### config.mk
export PLATFORM = sky130hd
export DESIGN_NAME = binary_signal_log_decoder
export DESIGN_NICKNAME = d
export VERILOG_FILES = /design/src/rtl/bsld_pkg.sv /design/src/rtl/bsld_cell.sv /design/src/rtl/bsld_table.sv /design/src/rtl/binary_signal_log_decoder.sv
export SDC_FILE = /design/constraint.sdc
export NUM_CORES = 2
export LEC_CHECK = 0
export BUFFER_PORTS_ARGS = -buffer_cell sky130_fd_sc_hd__buf_4
export CORE_UTILIZATION = 62
export DETAILED_ROUTE_END_ITERATION = 10
export HOLD_SLACK_MARGIN = 0.1
export PLACE_DENSITY = 0.78
export SYNTH_ARGS = -nofsm -noshare
export SYNTH_HDL_FRONTEND = slang
export SYNTH_SLANG_ARGS = --single-unit
### constraint.sdc
create_clock -name clock -period 110.8 [get_ports clock]
set_input_delay 11.08 -clock clock [delete_from_list [all_inputs] [get_ports clock]]
set_output_delay 11.08 -clock clock [all_outputs]
set_load 0.01 [all_outputs]
### src/rtl/bsld_pkg.sv
`timescale 1ns / 1ps
// ----------------------------------------------------------------------------
// bsld_pkg
// Types and constants shared by the log decoder and its symbol chain.
// ----------------------------------------------------------------------------
package bsld_pkg;

   localparam int BYTE_WIDTH  = 8;
   localparam int ID_WIDTH    = 32;
   localparam int VALUE_WIDTH = 64;

   localparam logic [3:0] OP_DECLARE  = 4'd0;
   localparam logic [3:0] OP_SELECT   = 4'd1;
   localparam logic [3:0] OP_SET_TIME = 4'd2;
   localparam logic [3:0] OP_ADD_TIME = 4'd3;
   localparam logic [3:0] OP_LONG     = 4'd4;
   localparam logic [3:0] OP_STRING   = 4'd5;

   localparam logic [1:0] KIND_SHORT = 2'd0;
   localparam logic [1:0] KIND_LONG  = 2'd1;
   localparam logic [1:0] KIND_CHAR  = 2'd2;

   typedef struct packed {
      logic                active;
      logic                found;
      logic [ID_WIDTH-1:0] key;
   } wave_type;

   typedef struct packed {
      logic                clear;
      logic                push;
      logic                search;
      logic [ID_WIDTH-1:0] key;
   } tbl_cmd_type;

   typedef struct packed {
      logic done;
      logic found;
   } tbl_rsp_type;

endpackage

### src/rtl/bsld_cell.sv
`timescale 1ns / 1ps
// ----------------------------------------------------------------------------
// bsld_cell
// One symbol slot: holds an id, shifts it on insert, and passes the search
// wave to its neighbor with its own match folded in.
// ----------------------------------------------------------------------------
module bsld_cell (
   input  logic                          clock,
   input  logic                          reset,
   input  logic                          occupied,
   input  logic                          shift_en,
   input  logic [bsld_pkg::ID_WIDTH-1:0] shift_data,
   output logic [bsld_pkg::ID_WIDTH-1:0] id_out,
   input  bsld_pkg::wave_type            wave_in,
   output bsld_pkg::wave_type            wave_out
);
   import bsld_pkg::*;

   logic [ID_WIDTH-1:0] id_ff;
   logic [ID_WIDTH-1:0] id_in;
   wave_type            wave_ff;
   wave_type            wave_in_next;

   always_comb begin
      id_in              = shift_en ? shift_data : id_ff;
      wave_in_next       = wave_in;
      wave_in_next.found = wave_in.found | (occupied && (wave_in.key == id_ff));
   end

   always_ff @(posedge clock) begin
      id_ff         <= id_in;
      wave_ff.found <= wave_in_next.found;
      wave_ff.key   <= wave_in_next.key;
      if (reset) begin
         wave_ff.active <= 1'b0;
      end else begin
         wave_ff.active <= wave_in_next.active;
      end
   end

   assign id_out   = id_ff;
   assign wave_out = wave_ff;

endmodule

### src/rtl/bsld_table.sv
`timescale 1ns / 1ps
// ----------------------------------------------------------------------------
// bsld_table
// Symbol table as a row of cells: inserts shift in at the head, a lookup
// walks the chain one cell per cycle.
// ----------------------------------------------------------------------------
module bsld_table #(
   parameter int SYMBOL_DEPTH = 64
) (
   input  logic                  clock,
   input  logic                  reset,
   input  bsld_pkg::tbl_cmd_type cmd,
   output bsld_pkg::tbl_rsp_type rsp
);
   import bsld_pkg::*;

   localparam int CW = $clog2(SYMBOL_DEPTH + 1);

   logic [CW-1:0]       count_ff;
   logic [CW-1:0]       count_in;
   logic                full;
   logic                shift_en;
   logic [ID_WIDTH-1:0] ids   [SYMBOL_DEPTH];
   wave_type            waves [SYMBOL_DEPTH];

   assign full     = (count_ff == CW'(SYMBOL_DEPTH));
   assign shift_en = cmd.push && !full && !cmd.clear;

   always_comb begin
      if (cmd.clear) begin
         count_in = '0;
      end else if (shift_en) begin
         count_in = count_ff + 1'b1;
      end else begin
         count_in = count_ff;
      end
   end

   always_ff @(posedge clock) begin
      if (reset) begin
         count_ff <= '0;
      end else begin
         count_ff <= count_in;
      end
   end

   for (genvar i = 0; i < SYMBOL_DEPTH; i++) begin : g_chain
      logic                occ;
      logic [ID_WIDTH-1:0] sdata;
      wave_type            win;

      assign occ = (count_ff > CW'(i));

      if (i == 0) begin : g_head
         assign sdata = cmd.key;
         assign win   = '{active: cmd.search, found: 1'b0, key: cmd.key};
      end else begin : g_body
         assign sdata = ids[i-1];
         assign win   = waves[i-1];
      end

      bsld_cell u_slot (
         .clock      (clock),
         .reset      (reset),
         .occupied   (occ),
         .shift_en   (shift_en),
         .shift_data (sdata),
         .id_out     (ids[i]),
         .wave_in    (win),
         .wave_out   (waves[i])
      );
   end

   assign rsp.done  = waves[SYMBOL_DEPTH-1].active;
   assign rsp.found = waves[SYMBOL_DEPTH-1].found;

endmodule

### src/rtl/binary_signal_log_decoder.sv
`timescale 1ns / 1ps
// ----------------------------------------------------------------------------
// binary_signal_log_decoder
// Byte-wise decoder for a binary signal-history log, emitting value and
// string-character records with timestamp and current symbol.
// ----------------------------------------------------------------------------
//  channel | ports       | moves
//  --------+-------------+-----------------------------------------------
//  req     | valid/ready | one log byte plus start_of_file per request
//  rsp     | valid/ready | zero or one record per request, registered
//
//  One request per cycle while req_ready is high. A select ends with a walk
//  of the key down the symbol chain, with req_ready low until it is done.
//  Synchronous reset clears parser, timestamp, current symbol and fill count.
//  The result register frees req when rsp_ready takes the pending record;
//  req_ready is low while a record waits and rsp_ready is low.
// ----------------------------------------------------------------------------
module binary_signal_log_decoder #(
   parameter int SYMBOL_DEPTH = 64
) (
   input  logic               clock,
   input  logic               reset,
   input  logic               req_valid,
   output logic               req_ready,
   input  logic [7:0]         req_in_byte,
   input  logic               req_start_of_file,
   output logic               rsp_valid,
   input  logic               rsp_ready,
   output logic [1:0]         rsp_record_kind,
   output logic signed [63:0] rsp_time_stamp,
   output logic               rsp_symbol_known,
   output logic signed [31:0] rsp_symbol_id,
   output logic signed [63:0] rsp_log_value,
   output logic               rsp_last_of_record
);
   import bsld_pkg::*;

   typedef enum logic [2:0] {
      PH_OPCODE,
      PH_FIRST,
      PH_MORE,
      PH_NAME,
      PH_TEXT,
      PH_SEARCH
   } phase_type;

   phase_type              phase_ff, phase_in, phase_cur;
   logic [3:0]             left_ff, left_in, left_cur, left_dec;
   logic [3:0]             op_ff, op_in, op_cur;
   logic [VALUE_WIDTH-1:0] acc_ff, acc_in, acc_cur, acc_next;
   logic [VALUE_WIDTH-1:0] time_ff, time_in, time_cur;
   logic [ID_WIDTH-1:0]    cur_id_ff, cur_id_in, id_cur;
   logic                   cur_valid_ff, cur_valid_in, valid_cur;

   logic                   rsp_valid_ff;
   logic [1:0]             rsp_kind_ff;
   logic [VALUE_WIDTH-1:0] rsp_time_ff;
   logic                   rsp_known_ff;
   logic [ID_WIDTH-1:0]    rsp_id_ff;
   logic [VALUE_WIDTH-1:0] rsp_value_ff;
   logic                   rsp_last_ff;

   logic                   accept;
   logic                   sof;
   logic [BYTE_WIDTH-1:0]  b;
   logic                   emit;
   logic [1:0]             emit_kind;
   logic [VALUE_WIDTH-1:0] emit_value;
   logic                   emit_last;

   tbl_cmd_type            tbl_cmd;
   tbl_rsp_type            tbl_rsp;

   assign req_ready = (phase_ff != PH_SEARCH) && (!rsp_valid_ff || rsp_ready);
   assign accept    = req_valid && req_ready;
   assign sof       = req_start_of_file;
   assign b         = req_in_byte;

   assign phase_cur = sof ? PH_OPCODE : phase_ff;
   assign left_cur  = sof ? 4'd0 : left_ff;
   assign op_cur    = sof ? 4'd0 : op_ff;
   assign acc_cur   = sof ? '0 : acc_ff;
   assign time_cur  = sof ? '0 : time_ff;
   assign id_cur    = sof ? '0 : cur_id_ff;
   assign valid_cur = sof ? 1'b0 : cur_valid_ff;

   assign acc_next = (phase_cur == PH_FIRST) ? {{(VALUE_WIDTH-BYTE_WIDTH){b[7]}}, b}
                                             : {acc_cur[VALUE_WIDTH-BYTE_WIDTH-1:0], b};
   assign left_dec = (left_cur != 4'd0) ? left_cur - 4'd1 : left_cur;

   always_comb begin
      phase_in     = phase_ff;
      left_in      = left_ff;
      op_in        = op_ff;
      acc_in       = acc_ff;
      time_in      = time_ff;
      cur_id_in    = cur_id_ff;
      cur_valid_in = cur_valid_ff;
      emit         = 1'b0;
      emit_kind    = KIND_SHORT;
      emit_value   = '0;
      emit_last    = 1'b1;
      tbl_cmd      = '0;

      if (phase_ff == PH_SEARCH) begin
         if (tbl_rsp.done) begin
            phase_in = PH_OPCODE;
            if (tbl_rsp.found) begin
               cur_id_in    = acc_ff[ID_WIDTH-1:0];
               cur_valid_in = 1'b1;
            end
         end
      end else if (accept) begin
         phase_in      = phase_cur;
         left_in       = left_cur;
         op_in         = op_cur;
         acc_in        = acc_cur;
         time_in       = time_cur;
         cur_id_in     = id_cur;
         cur_valid_in  = valid_cur;
         tbl_cmd.clear = sof;
         case (phase_cur)
            PH_FIRST, PH_MORE: begin
               acc_in   = acc_next;
               left_in  = left_dec;
               phase_in = PH_MORE;
               if (left_dec == 4'd0) begin
                  phase_in = PH_OPCODE;
                  case (op_cur)
                     OP_DECLARE: begin
                        tbl_cmd.push = 1'b1;
                        tbl_cmd.key  = acc_next[ID_WIDTH-1:0];
                        cur_id_in    = acc_next[ID_WIDTH-1:0];
                        cur_valid_in = 1'b1;
                        phase_in     = PH_NAME;
                     end
                     OP_SELECT: begin
                        tbl_cmd.search = 1'b1;
                        tbl_cmd.key    = acc_next[ID_WIDTH-1:0];
                        phase_in       = PH_SEARCH;
                     end
                     OP_SET_TIME: time_in = acc_next;
                     OP_ADD_TIME: time_in = time_cur + acc_next;
                     OP_LONG: begin
                        emit       = 1'b1;
                        emit_kind  = KIND_LONG;
                        emit_value = acc_next;
                     end
                     OP_STRING: phase_in = PH_TEXT;
                     default: ;
                  endcase
               end
            end
            PH_NAME: begin
               if (b == '0) begin
                  phase_in = PH_OPCODE;
               end
            end
            PH_TEXT: begin
               emit       = 1'b1;
               emit_kind  = KIND_CHAR;
               emit_value = {{(VALUE_WIDTH-BYTE_WIDTH){1'b0}}, b};
               emit_last  = (b == '0);
               if (b == '0) begin
                  phase_in = PH_OPCODE;
               end
            end
            default: begin
               phase_in = PH_OPCODE;
               if (b[7]) begin
                  if (b[6]) begin
                     time_in = time_cur + {{(VALUE_WIDTH-6){1'b0}}, b[5:0]};
                  end else begin
                     emit       = 1'b1;
                     emit_kind  = KIND_SHORT;
                     emit_value = {{(VALUE_WIDTH-6){1'b0}}, b[5:0]};
                  end
               end else begin
                  op_in    = b[3:0];
                  left_in  = {1'b0, b[6:4]} + 4'd1;
                  acc_in   = '0;
                  phase_in = PH_FIRST;
               end
            end
         endcase
      end
   end

   always_ff @(posedge clock) begin
      if (reset) begin
         phase_ff     <= PH_OPCODE;
         left_ff      <= '0;
         op_ff        <= '0;
         acc_ff       <= '0;
         time_ff      <= '0;
         cur_id_ff    <= '0;
         cur_valid_ff <= 1'b0;
         rsp_valid_ff <= 1'b0;
      end else begin
         phase_ff     <= phase_in;
         left_ff      <= left_in;
         op_ff        <= op_in;
         acc_ff       <= acc_in;
         time_ff      <= time_in;
         cur_id_ff    <= cur_id_in;
         cur_valid_ff <= cur_valid_in;
         if (accept && emit) begin
            rsp_valid_ff <= 1'b1;
         end else if (rsp_ready) begin
            rsp_valid_ff <= 1'b0;
         end
      end
      if (accept && emit) begin
         rsp_kind_ff  <= emit_kind;
         rsp_time_ff  <= time_cur;
         rsp_known_ff <= valid_cur;
         rsp_id_ff    <= valid_cur ? id_cur : '0;
         rsp_value_ff <= emit_value;
         rsp_last_ff  <= emit_last;
      end
   end

   bsld_table #(
      .SYMBOL_DEPTH (SYMBOL_DEPTH)
   ) u_table (
      .clock (clock),
      .reset (reset),
      .cmd   (tbl_cmd),
      .rsp   (tbl_rsp)
   );

   assign rsp_valid          = rsp_valid_ff;
   assign rsp_record_kind    = rsp_kind_ff;
   assign rsp_time_stamp     = rsp_time_ff;
   assign rsp_symbol_known   = rsp_known_ff;
   assign rsp_symbol_id      = rsp_id_ff;
   assign rsp_log_value      = rsp_value_ff;
   assign rsp_last_of_record = rsp_last_ff;

endmodule

# == Yosys cells after proc, flatten, opt, wreduce, memory -nomap -nowiden ==
# Cells that the tools add are included.
# totals
regBits,4536
# classes
n_lt_le_gt_ge,64
eq_ne,78
reduce_logical,90
add_sub_neg,5
muxes,66
n_bitwise,68
# op_table
operator,n
equality test 32 bit,64
2-to-1 mux 64 bit,9
case mux 64 bit (2 select lines),3
2-to-1 mux 32 bit,9
> comparator 7 x 6 -> 1 bit (second input constant),32
case mux 64 bit (3 select lines),1
> comparator 7 x 5 -> 1 bit (second input constant),16
2-to-1 mux 35 bit,2
logical AND 1 bit,69
2-to-1 mux 34 bit,2
adder 64 x 6 -> 64 bit,1
adder 64 bit,1
bitwise OR 1 bit,63
> comparator 7 x 4 -> 1 bit (second input constant),8
> comparator 7 x 3 -> 1 bit (second input constant),4
2-to-1 mux 4 bit,6
2-to-1 mux 1 bit,21
2-to-1 mux 3 bit,6
> comparator 7 x 1 -> 1 bit (second input constant),2
> comparator 7 x 2 -> 1 bit (second input constant),2
2-to-1 mux 6 bit,2
OR reduction 2 bit,5
case mux 3 bit (3 select lines),1
equality test 4 x 2 -> 1 bit (second input constant),2
27 further kinds,40

# == Longest topological paths before layout ==
# depth
word_depth,10
ltp_mapped,22

# == By module ==
# A second synthesis with hierarchy kept.
# unflattened
cells_unflattened,9700
area_unflattened_um2,149885.0
# modules_own_cells
mod,n_inst,cells_each,area_per_inst_um2
bsld_cell,64,111,2003.2
binary_signal_log_decoder,1,2419,20532.2
bsld_table,1,177,1149.9

# == Least setup slack after synthesis ==
# OpenSTA, ideal clock, no wires.
# synth_path
kind,input -> register
startpoint,input req_start_of_file
endpoint,register u_table.count_ff[2]
slack_ns,27.825
cell_stages,19
arrival_time_ns,82.812
t_required_ns,110.637
n_path_buf,7
setup_time_ns,0.163
path_cell_list,buf_2 inv_1 buf_2 buf_2 buf_1 clkbuf_1 nand2_1 ha_1 clkbuf_1 nor3_1 a21oi_1 o21ai_0 nand4_1 or2_2 clkbuf_1 a2111oi_4 nand2_1 xnor2_1 nor2_1
# synth_between
elab_chain_cells,10
# synth_rtl
item,line_no,rtl
from (decl),binary_signal_log_decoder.sv:26,"input logic req_start_of_file,"
2-to-1 mux 4 bit,binary_signal_log_decoder.sv:80,assign left_cur = sof ? 4'd0 : left_ff;
subtractor 4 x 1 -> 4 bit / nonzero test 4 bit (equally long branches),binary_signal_log_decoder.sv:89,assign left_dec = (left_cur != 4'd0) ? left_cur - 4'd1 : left_cur;
2-to-1 mux 4 bit,binary_signal_log_decoder.sv:89,
logical NOT 4 bit,binary_signal_log_decoder.sv:127,if (left_dec == 4'd0) begin
2-to-1 mux 34 bit,binary_signal_log_decoder.sv:127,
2-to-1 mux 34 bit,binary_signal_log_decoder.sv:122,case (phase_cur)
2-to-1 mux 35 bit *,binary_signal_log_decoder.sv:113,end else if (accept) begin
2-to-1 mux 35 bit *,binary_signal_log_decoder.sv:105,if (phase_ff == PH_SEARCH) begin
logical AND 1 bit,bsld_table.sv:27,assign shift_en = cmd.push && !full && !cmd.clear;
logical AND 1 bit *,bsld_table.sv:27,
via u_table.g_chain[0].u_slot.shift_en,bsld_cell.sv:11,"input logic shift_en,"
to (signal assigned),bsld_table.sv:43,count_ff <= count_in;
to (decl),bsld_table.sv:19,logic [CW-1:0] count_ff;
# Mark *: on every way through the listed nets, which the timed path passes. The rest lies on a longest branch.
# A chain may end at the register's enable or synchronous reset.

# == Worst setup path after layout ==
# layout_path
startpoint,input rsp_ready
endpoint,output req_ready
# layout_between
elab_chain_cells,2
# layout_rtl
item,line_no,rtl
from (decl),binary_signal_log_decoder.sv:28,"input logic rsp_ready,"
logical OR 1 bit,binary_signal_log_decoder.sv:74,assign req_ready = (phase_ff != PH_SEARCH) && (!rsp_valid_ff || rsp_ready);
logical AND 1 bit,binary_signal_log_decoder.sv:74,
to (decl),binary_signal_log_decoder.sv:24,"output logic req_ready,"
# Every way passes these cells.

==> summary.txt <==
Logic synthesis
  • Synth cell count leaders: dfxtp_1, edfxtp_1, xnor2_1, xor2_1, nand4_1
  • Mapped Nets: 9,907
  • Yosys top cell by area: edfxtp_1
  • Top-area cell type share of the netlist area: 0.443
  • Main synth FF type: dfxtp_1
  • Register area share after synthesis: 0.752
  • Synth cell types: 99
  • Synth async-reset ratio: 0
  • Post-synthesis cell count: 9,826
  • Post-Syn Area: 150,000 sq um
  • Number of synthesized flops with an enable pin: 2,212
  • Average size of a mapped cell: 15.3 sq um
  • Synthesized flop and latch total: 4,528
  • YS warnings: 0
  • Most frequent cell after synthesis: dfxtp_1
  • Area contributors post-synth: edfxtp_1, dfxtp_1, xnor2_1

Layout
  • NumNets Final: 10,400
  • Finished Layout Cells: 13,800
  • Layout fillers: 15,100
  • Layout area overhead: 12.9%
  • Share of cells above drive strength 1: 0.0965

Power and ir drop
  • Switching share of power: 0.203
  • Proportion of power drawn by combinational gates: 0.019
  • Tot Pwr: 3300 uW
  • Switching pwr: 669 uW
  • Pleak: 0.0566 uW
  • Power per Cell Area: 19.5 nW/um^2
  • Flop pwr share: 0.538
  • Internal Pwr Total: 2630 uW
  • Clock power share: 0.443
  • Peak supply drop: 0.0000175 V

Detailed routing
  • Detailed-route via count: 81,900
  • First DRT Iteration DRCs: 9,186
  • Via/cell ratio: 5.92
  • Max layer used: met5
  • Drc violations: 0
  • Post-DRT Antenna Nets: 0
  • Routed wire length: 367,000 um
  • Metal3 WL: 32,700 um
  • WL per Instance: 26.5 um
  • Post-Route M1 WL: 140,000 um
  • TritonRoute pass-1 iters: 6
  • Routed wl met2: 179,000 um

GRT
  • GRT Residual Overflow: 0
  • Initial antenna violation count: 20
  • Vias in the first global route: 82,900
  • First-pass GRT wire length: 534,000 um
  • Gr usage total: 0.298
  • Largest net degree at the start of global routing: 195

Die
  • Core area: 241,000 sq um
  • Row count: 180
  • Die Area: 244,000 sq um
  • Die height: 494 um
  • Initial Util: 0.624
  • Num ports: 179
  • Chip Width: 494 um

CTS
  • Clock slew at reported path FFs: 60 ps
  • Clk Tree Root Cell: clkbuf_16
  • Worst-skew pair later-pin latency: 1010 ps
  • Clock buffer depth: 4
  • CTS HTree Levels: 5
  • CTS tree: built
  • Hold-fix buffers at CTS: 0
  • PostCTS Resize Cnt: 0
  • Number of buffers created by CTS: 428
  • Setup Fix Bufs, Post-CTS: 0
  • Clock sinks: 4,528

Place
  • # port buffers: 178
  • Pre-CTS WS: 88,030 ps
  • Placed cells: 13,000
  • HPWL Detailed: 252,000 um
  • RD Place Congestion: 0.944

Worst setup path
  • Critical path class: in -> out
  • Crit path to: req_ready
  • Crit-path max FO: 3
  • R2R depth: 14
  • Critical path required time: 99,720 ps
  • Register-to-register setup slack: 102,690 ps
  • Critical Path AT: 11,700 ps
  • FF-to-FF End: u_table.g_chain[22].u_slot.id_out[7]
  • Worst Setup End Kind: output port
  • Launch point of the critical path: rsp_ready
  • Startpoint Class: input pin
  • Reg2reg start: left_ff[0]

Timing
  • Max_slew headroom: 0.0234
  • Final Hold Viols: 0
  • Hold Slack: 303 ps
  • Slew Viols, Final: 0
  • Final worst clock skew: 83.4 ps
  • Tmin final: 22,780 ps
  • Least-Margin Pin Slew: 1450 ps
  • Final TNS setup: 0 ps
  • RSZ-0062 raised after global routing: false
  • Final setup viols: 0
  • Crit share post-route: 0.206
  • F_max: 0.0439 GHz
  • Fin worst setup slack: 88,020 ps

Worst hold path
  • Hold Path Class: reg -> reg
  • Worst hold stages: 0

Run status
  • Violated checks: capacitance limit
  • Status: complete, but fails checks

Flow run
  • MaxCap Viol Count: 1
==> state kept, by name (all words and copies together) (netlist names), 2 cells and up <==
register                         count
u_table.g_chain.u_slot.wave_out   2144
u_table.g_chain.u_slot.id_out     2048
rsp_log_value                       64
rsp_time_stamp                      64
time_ff                             64
acc_ff                              56
cur_id_ff                           32
rsp_symbol_id                       32
u_table.count_ff                     7
left_ff                              4
op_ff                                4
phase_ff                             3
rsp_record_kind                      2
==> cell families after synthesis <==
group / Yosys count / share of synthesized area
flip-flops: 4528 / 0.752
XOR/XNOR: 2127 / 0.124
AND/OR/NAND/NOR: 1759 / 0.0631
AO/OA/AOI/OAI: 970 / 0.0446
buffers and inverters: 347 / 0.00912
adder cells (fa/ha/maj): 72 / 0.00599
multiplexers: 23 / 0.00154
==> final cells by class <==
class / instances / area [sq um] / area share
Sequential cell: 4528 / 113000 / 0.665
Tap cell: 3185 / 3990 / 0.0235
Clock inverter: 182 / 1880 / 0.0111
Antenna cell: 10 / 25.0 / 0.000148
Timing Repair Buffer: 262 / 2050 / 0.0121
Clock buffer: 604 / 12300 / 0.0726
Multi-Input combinational cell: 4951 / 36000 / 0.212
Inverter: 122 / 463 / 0.00273
==> routing by layer <==
layer	vias to the layer above	global-route usage
li1	36300	-
met2	4045	0.497
met5	-	0
met1	40700	0.382
met4	10	0.117
met3	874	0.0634
==> layout by cell type, fill, tap and decap left out, types with 74 or more instances in the layout <==
cell,instances
xor2_1,609
clkbuf_1,94
nand2_1,226
clkbuf_16,438
nor2_1,346
nor2b_1,131
clkinv_2,81
nand3_1,108
nand4_1,415
nor3_1,102
buf_4,255
a21oi_1,266
a22oi_1,74
dfxtp_1,2312
o21ai_0,149
edfxtp_1,2212
nor4_1,229
inv_1,117
xnor2_1,1518
==> worst min path at each step <==
stage                                         endpoint  slack [ps]                                    start
6_report        u_table.g_chain[24].u_slot.wave_out[9]         300   u_table.g_chain[23].u_slot.wave_out[9]
5_1_grt         u_table.g_chain[24].u_slot.wave_out[9]         310   u_table.g_chain[23].u_slot.wave_out[9]
4_1_cts         u_table.g_chain[24].u_slot.wave_out[9]         300   u_table.g_chain[23].u_slot.wave_out[9]
3_5_place_dp   u_table.g_chain[32].u_slot.wave_out[10]         340  u_table.g_chain[31].u_slot.wave_out[10]
3_3_place_gp   u_table.g_chain[32].u_slot.wave_out[10]         340  u_table.g_chain[31].u_slot.wave_out[10]
2_1_floorplan  u_table.g_chain[32].u_slot.wave_out[10]         330  u_table.g_chain[31].u_slot.wave_out[10]
==> worst max-delay path, cell delays in order <==
cell and delay, ps:
buf_4 110, nand2b_1 160, and2_1 190, buf_4 150
==> metrics by stage <==
| step | utilization | area [sq um] |
|---|---|---|
| floorplan | - | 150000 |
| global placement | 0.646 | 155000 |
| detailed placement | 0.646 | 155000 |
| CTS | 0.705 | 169000 |
| global route | 0.705 | 169000 |
| finish | 0.705 | 169000 |
==> power by group through the flow <==
stage	sequential, uW	combinational [uW]	clock [uW]
6_report	1780	63.6	1460
5_1_grt	1780	66.8	1540
4_1_cts	1780	62.3	1470
3_5_place_dp	1810	61.8	0
3_3_place_gp	1810	60.9	0
2_1_floorplan	1850	38.1	0
(Power assumes the default switching activity.)
